`config.mk`:
```
export PLATFORM = sky130hd
export DESIGN_NAME = rfe_angle
export DESIGN_NICKNAME = d
export VERILOG_FILES = /design/src/rtl/rfe_pkg.sv /design/src/rtl/rfe_angle.sv
export SDC_FILE = /design/constraint.sdc
export NUM_CORES = 2
export LEC_CHECK = 0
export BUFFER_PORTS_ARGS = -buffer_cell sky130_fd_sc_hd__clkbuf_2
export CAP_MARGIN = 20
export CORE_ASPECT_RATIO = 1.5
export CORE_MARGIN = 4
export CORE_UTILIZATION = 65
export DETAILED_ROUTE_END_ITERATION = 8
export GPL_ROUTABILITY_DRIVEN = 1
export PLACE_DENSITY_LB_ADDON = 0.08
export SYNTH_ARGS = -nofsm -noshare
export SYNTH_HDL_FRONTEND = slang
export SYNTH_SLANG_ARGS = --single-unit
export TNS_END_PERCENT = 1
```
`constraint.sdc`:
```
create_clock -name i_clk -period 13.4 [get_ports i_clk]
set_input_delay 2.68 -clock i_clk [delete_from_list [all_inputs] [get_ports i_clk]]
set_output_delay 2.68 -clock i_clk [all_outputs]
set_load 0.1 [all_outputs]
```
`src/rtl/rfe_pkg.sv`:
```
// Shared types, fixed-point constants and the CORDIC arctangent table
// for the Euler-angle rotation matrix pipeline. No dependencies.
`default_nettype none
package rfe_pkg;

    localparam int ANG_W  = 15;   // input angle width, degrees * 64
    localparam int CW     = 34;   // CORDIC and Q4.30 datapath width, sign included
    localparam int PW     = 68;   // Q60 product and sum width
    localparam int IFRAC  = 30;   // fraction bits of the internal format

    typedef logic signed [ANG_W-1:0] t_angle;
    typedef logic signed [CW-1:0]    t_cval;
    typedef logic signed [PW-1:0]    t_prod;

    // degrees*64 to binary angle: |a|*2^23/45 = |a|*186413 + (|a|*23 + 22)/45
    localparam logic [17:0] MAG_MUL  = 18'd186413;
    localparam logic [4:0]  REM_MUL  = 5'd23;
    localparam logic [4:0]  REM_ADD  = 5'd22;
    localparam int          REM_W    = 19;
    // floor(v/45) = (v * RECIP) >> RECIP_SH, exact for v < 2^19
    localparam logic [19:0] RECIP    = 20'd745655;
    localparam int          RECIP_SH = 25;

    localparam t_cval INV_GAIN = t_cval'(34'h026DD3B6A);
    localparam t_cval QTR_TURN = t_cval'(34'h040000000);
    localparam t_cval HALF_TURN = t_cval'(34'h080000000);

    function automatic logic [31:0] atan_turn(input logic [4:0] idx);
        logic [31:0] v;
        case (idx)
            5'd0:  v = 32'h20000000;  5'd1:  v = 32'h12E4051E;
            5'd2:  v = 32'h09FB385B;  5'd3:  v = 32'h051111D4;
            5'd4:  v = 32'h028B0D43;  5'd5:  v = 32'h0145D7E1;
            5'd6:  v = 32'h00A2F61E;  5'd7:  v = 32'h00517C55;
            5'd8:  v = 32'h0028BE53;  5'd9:  v = 32'h00145F2F;
            5'd10: v = 32'h000A2F98;  5'd11: v = 32'h000517CC;
            5'd12: v = 32'h00028BE6;  5'd13: v = 32'h000145F3;
            5'd14: v = 32'h0000A2FA;  5'd15: v = 32'h0000517D;
            5'd16: v = 32'h000028BE;  5'd17: v = 32'h0000145F;
            5'd18: v = 32'h00000A30;  5'd19: v = 32'h00000518;
            5'd20: v = 32'h0000028C;  5'd21: v = 32'h00000146;
            5'd22: v = 32'h000000A3;  5'd23: v = 32'h00000051;
            5'd24: v = 32'h00000029;  5'd25: v = 32'h00000014;
            5'd26: v = 32'h0000000A;  5'd27: v = 32'h00000005;
            5'd28: v = 32'h00000003;  5'd29: v = 32'h00000001;
            5'd30: v = 32'h00000001;  5'd31: v = 32'h00000000;
            default: v = 32'h00000000;
        endcase
        return v;
    endfunction

    // Q30 x Q30 -> Q60
    function automatic t_prod mulp(input t_cval a, input t_cval b);
        return a * b;
    endfunction

    // Q60 -> Q30, round half up
    function automatic t_cval rnd30(input t_prod p);
        t_prod q;
        q = (p + (t_prod'(1) <<< (IFRAC - 1))) >>> IFRAC;
        return q[CW-1:0];
    endfunction

endpackage
`default_nettype wire

```
`src/rtl/rfe_angle.sv`:
```
// Three-stage conversion of three degree*64 angles to folded binary angles.
// Depends on rfe_pkg.
`default_nettype none
module rfe_angle (
    input  wire logic          i_clk,
    input  wire logic          i_rst_n,
    input  wire logic          i_en,
    input  wire logic          i_valid,
    input  wire rfe_pkg::t_angle i_ang [3],
    output logic               o_valid,
    output rfe_pkg::t_cval     o_z [3],
    output logic [2:0]         o_neg
);
    logic [14:0]                   n_mag [3];
    logic [31:0]                   r_hi  [3];
    logic [rfe_pkg::REM_W-1:0]     r_rem [3];
    logic [2:0]                    r_sgn;
    logic [31:0]                   r_t   [3];
    logic                          r_v1, r_v2, r_v3;

    always_comb begin
        for (int l = 0; l < 3; l++) begin
            n_mag[l] = i_ang[l][14] ? 15'(~i_ang[l] + 15'd1) : 15'(i_ang[l]);
        end
    end

    // stage 1: split |a|*2^23/45 into an exact whole part and a small remainder
    always_ff @(posedge i_clk) begin
        if (i_en) begin
            for (int l = 0; l < 3; l++) begin
                r_hi[l]  <= 32'(33'(n_mag[l]) * 33'(rfe_pkg::MAG_MUL));
                r_rem[l] <= rfe_pkg::REM_W'(n_mag[l]) * rfe_pkg::REM_W'(rfe_pkg::REM_MUL)
                            + rfe_pkg::REM_W'(rfe_pkg::REM_ADD);
                r_sgn[l] <= i_ang[l][14];
            end
        end
    end

    // stage 2: divide the remainder by 45, restore the sign
    always_ff @(posedge i_clk) begin
        logic [31:0] q;
        logic [38:0] pr;
        if (i_en) begin
            for (int l = 0; l < 3; l++) begin
                pr = 39'(r_rem[l]) * 39'(rfe_pkg::RECIP);
                q  = r_hi[l] + 32'(pr >> rfe_pkg::RECIP_SH);
                r_t[l] <= r_sgn[l] ? 32'(32'd0 - q) : q;
            end
        end
    end

    // stage 3: fold into plus or minus a quarter turn
    always_ff @(posedge i_clk) begin
        rfe_pkg::t_cval zz;
        if (i_en) begin
            for (int l = 0; l < 3; l++) begin
                zz = {{2{r_t[l][31]}}, r_t[l]};
                if (zz > rfe_pkg::QTR_TURN) begin
                    o_z[l]   <= zz - rfe_pkg::HALF_TURN;
                    o_neg[l] <= 1'b1;
                end else if (zz < -rfe_pkg::QTR_TURN) begin
                    o_z[l]   <= zz + rfe_pkg::HALF_TURN;
                    o_neg[l] <= 1'b1;
                end else begin
                    o_z[l]   <= zz;
                    o_neg[l] <= 1'b0;
                end
            end
        end
    end

    always_ff @(posedge i_clk) begin
        if (!i_rst_n) begin
            r_v1 <= 1'b0;
            r_v2 <= 1'b0;
            r_v3 <= 1'b0;
        end else if (i_en) begin
            r_v1 <= i_valid;
            r_v2 <= r_v1;
            r_v3 <= r_v2;
        end
    end

    assign o_valid = r_v3;

endmodule
`default_nettype wire

```
==> results by group <==
Logic synthesis
  • Synthesized area per cell: around 10 um2
  • Seq/Total Area, Yosys: between 20 and 25%
  • Post-synthesis net count: approximately 6,700
  • Top cells by count, synth: inv_1, ha_1, fa_1, edfxtp_1, xnor2_1
  • Synth top area share: 25.0%
  • Most common cell in the synthesized netlist: inv_1
  • Asr flop ratio synth: 0%
  • Ys flop type: edfxtp_1
  • Distinct cell type count after synthesis: 86
  • Area leader, netlist: fa_1
  • Top cells by area, synth: fa_1, ha_1, edfxtp_1, inv_1, xnor2_1
  • Cell Area, Synth: between 50,000 and 60,000 um2
  • Yosys warns: 0
  • Mapped Cells: roughly 5,000
  • Post-synth EDFFs: 351
  • Yosys reg bits: between 300 and 400

Detailed routing
  • Per-cell routed wire length: between 15 and 20 um
  • Post-route ant nets: 0
  • Vias per Instance: between 5 and 6
  • DR DRC count: 0
  • 1st-iter DRT viols: between 1,500 and 2,000
  • Vias: ~36,000
  • Pre-antenna DRT Iters: 7
  • Post-Route WL: 120,000 um

Cells and area
  • Area Overhead vs Synth: 6.32%
  • Nets: about 6,800
  • # fillers: slightly above 6,000
  • N_diodes: 0
  • Layout cells sized above 1: 5.08%

Placement
  • Placer congestion estimate: roughly 0.99
  • IO Port Bufs: 154
  • DPL Wire Length: ~100,000 um

Critical path
  • End of the worst register-to-register path: r_t[0][56]$_DFFE_PP_
  • Worst path slowest cell: or4b_1
  • Critical Path Fanout Max: 7
  • Reg2Reg Depth: 34
  • Critical path arrival: ~11,000 ps
  • Worst Path Required: approximately 14,000 ps
  • CP Class: reg -> reg
  • Setup crit end kind: register
  • Startpoint Class: register
  • Critical path's largest stage delay: slightly below 700 ps
  • Worst setup path startpoint: r_rem[0][36]$_DFFE_PP_
  • FF-to-FF setup slack: around 3000 ps
  • R2R Path Start: r_rem[0][36]$_DFFE_PP_

Min path
  • Worst min path class: reg -> reg
  • Hold Path Sink: o_z[59]$_DFFE_PP_
  • Hold_sp: r_t[0][57]$_DFFE_PP_
  • Hold Crit Depth: 0

GRT
  • Largest net degree at the start of global routing: about 160
  • First-pass GRT wire length: a little under 200,000 um
  • Met2 usage: a little over half
  • Initial antenna violation count: 3
  • GRT met3 Usage: between 3 and 4%
  • Global route overflow: 0
  • GRT Resource Usage Total: 29.0%
  • GR Util met1: 33.8%
  • Top Usage Layer GRT: met2
  • Vias in the first global route: ~38,000

Floorplan
  • # IOs: about 160
  • CORE AREA: just under 80,000 um2
  • DIE AREA: between 80,000 and 90,000 um2
  • Chip Height: between 300 and 400 um
  • Rows: 126
  • Initial Util: 65.8%
  • Die W: 239 um

Clock tree
  • Total CTS buffers: 40
  • Hold-fix buffers, CTS: 0
  • Clock Latency Late Sink: approximately 580 ps
  • CTS resizes: 0
  • Post-CTS Setup Inserts: 0
  • Clk root buf: clkbuf_16
  • Num Clock Sinks: between 300 and 400
  • H-tree levels: 2
  • CTS max path bufs: 3
  • CTS clk-pin slew, worst paths: about 70 ps
  • CTS tree: done

Timing
  • Period utilisation layout: a little under 80%
  • Fmax: between 0.09 and 0.1 GHz
  • Final setup viols: 0
  • Final hold vios: 0
  • Unrepaired setup endpoints after global routing: no
  • Worst Skew: slightly above 20 ps
  • Worst-Margin Slew: roughly 1100 ps
  • TNS Setup: 0 ps
  • Max-slew headroom: 24.3%
  • Minimum clock period: ~10,000 ps
  • Final Max Slew Viols: 0

Outcome
  • Outcome: finished clean

Job
  • Max_cap viols: 0
==> area by class of cell <==
type                            instances  area (um2)  share of cell area [%]
Inverter                             1152        4320                    7.81
Clock inverter                         26         285                   0.515
Multi-Input combinational cell       3438       37000                    66.8
Clock buffer                           47        1030                    1.85
Sequential cell                       354       10600                    19.1
Tap cell                             1024        1280                    2.31
Timing Repair Buffer                  161         846                    1.53
==> registers in the layout, indices dropped and copies added, names as in the netlist <==
register / count
r_hi: 93
r_sgn: 3
o_neg: 3
r_t: 96
o_z: 99
r_v2: 1
r_rem: 57
o_valid: 1
r_v1: 1
==> worst max-delay path: cells and delay by family, from the launching register on <==
kind / cells / cell delay (ps)
fa+ha+maj: 8 / 3600
compound gates: 11 / 3030
simple gates: 6 / 1820
xor+xnor: 3 / 830
flops: 1 / 500
buf+inv: 6 / 300
==> cell usage in the layout (no fill, tap or decap), types with 13 or more instances in the layout <==
cell	netlist	final
nand3b_1	13	13
xnor2_1	245	245
inv_1	1152	1152
xor2_1	115	115
and3_1	33	33
o21bai_1	27	27
clkbuf_16	0	40
or3_1	25	25
a21oi_1	168	168
edfxtp_1	351	351
nand3_1	71	71
nand2b_1	23	23
nor2b_1	26	26
a211oi_1	30	30
nand4_1	40	40
o211ai_1	23	23
fa_1	651	651
clkbuf_2	0	153
a21o_1	90	90
o21a_1	31	31
a31oi_1	24	24
o21ai_0	149	149
nand2_1	166	166
or2_2	14	14
o31ai_1	27	27
a2111oi_0	13	13
nor2_1	154	154
and2_1	19	19
nor3_1	58	58
ha_1	985	985
nor4_1	31	31
==> per-stage QoR <==
| step | hold WS [ps] | area, um2 | instances | utilization (%) | worst slack, ps |
|---|---|---|---|---|---|
| 6_report | 451 | 55400 | 6202 | 70.0 | 3060 |
| 5_1_grt | 457 | 55400 | 6202 | 70.0 | 2520 |
| 4_1_cts | 450 | 55400 | 6202 | 70.0 | 3090 |
| 3_5_place_dp | 436 | 54100 | 6129 | 68.3 | 3010 |
| 3_3_place_gp | 432 | 54100 | 6129 | 68.3 | 3140 |
| 2_1_floorplan | 427 | 52100 | 4978 | - | 3860 |
==> kinds of logic (layout without fill, tap and decap cells) <==
group / count (synthesis) / in the layout / share of synthesized area, %
compound gates: 720 / 720 / 9.19
xor+xnor: 360 / 360 / 6.05
fa+ha+maj: 1636 / 1636 / 48.7
buf+inv: 1186 / 1386 / 8.59
flops: 354 / 354 / 20.3
mux: 12 / 12 / 0.238
simple gates: 710 / 710 / 6.91
==> worst max path at each step <==
stage,end,cells past startpoint,slack (ps)
6_report,r_t[0][56]$_DFFE_PP_,34,3060
5_1_grt,r_t[0][60]$_DFFE_PP_,34,2520
4_1_cts,r_t[0][56]$_DFFE_PP_,34,3090
3_5_place_dp,r_hi[0][63]$_DFFE_PP_,26,3010
3_3_place_gp,r_hi[0][63]$_DFFE_PP_,26,3140
2_1_floorplan,r_hi[0][63]$_DFFE_PP_,26,3860
==> per-layer routing <==
metal	share of wire (%)	routed length, um
met4	5.1	6160
met5	0	0
met1	38	45800
met2	53	63100
met3	3.9	4680
Power is left out: the tool's default activity adds up to more than one toggle a clock period on the data nets, which glitch-free logic cannot reach.
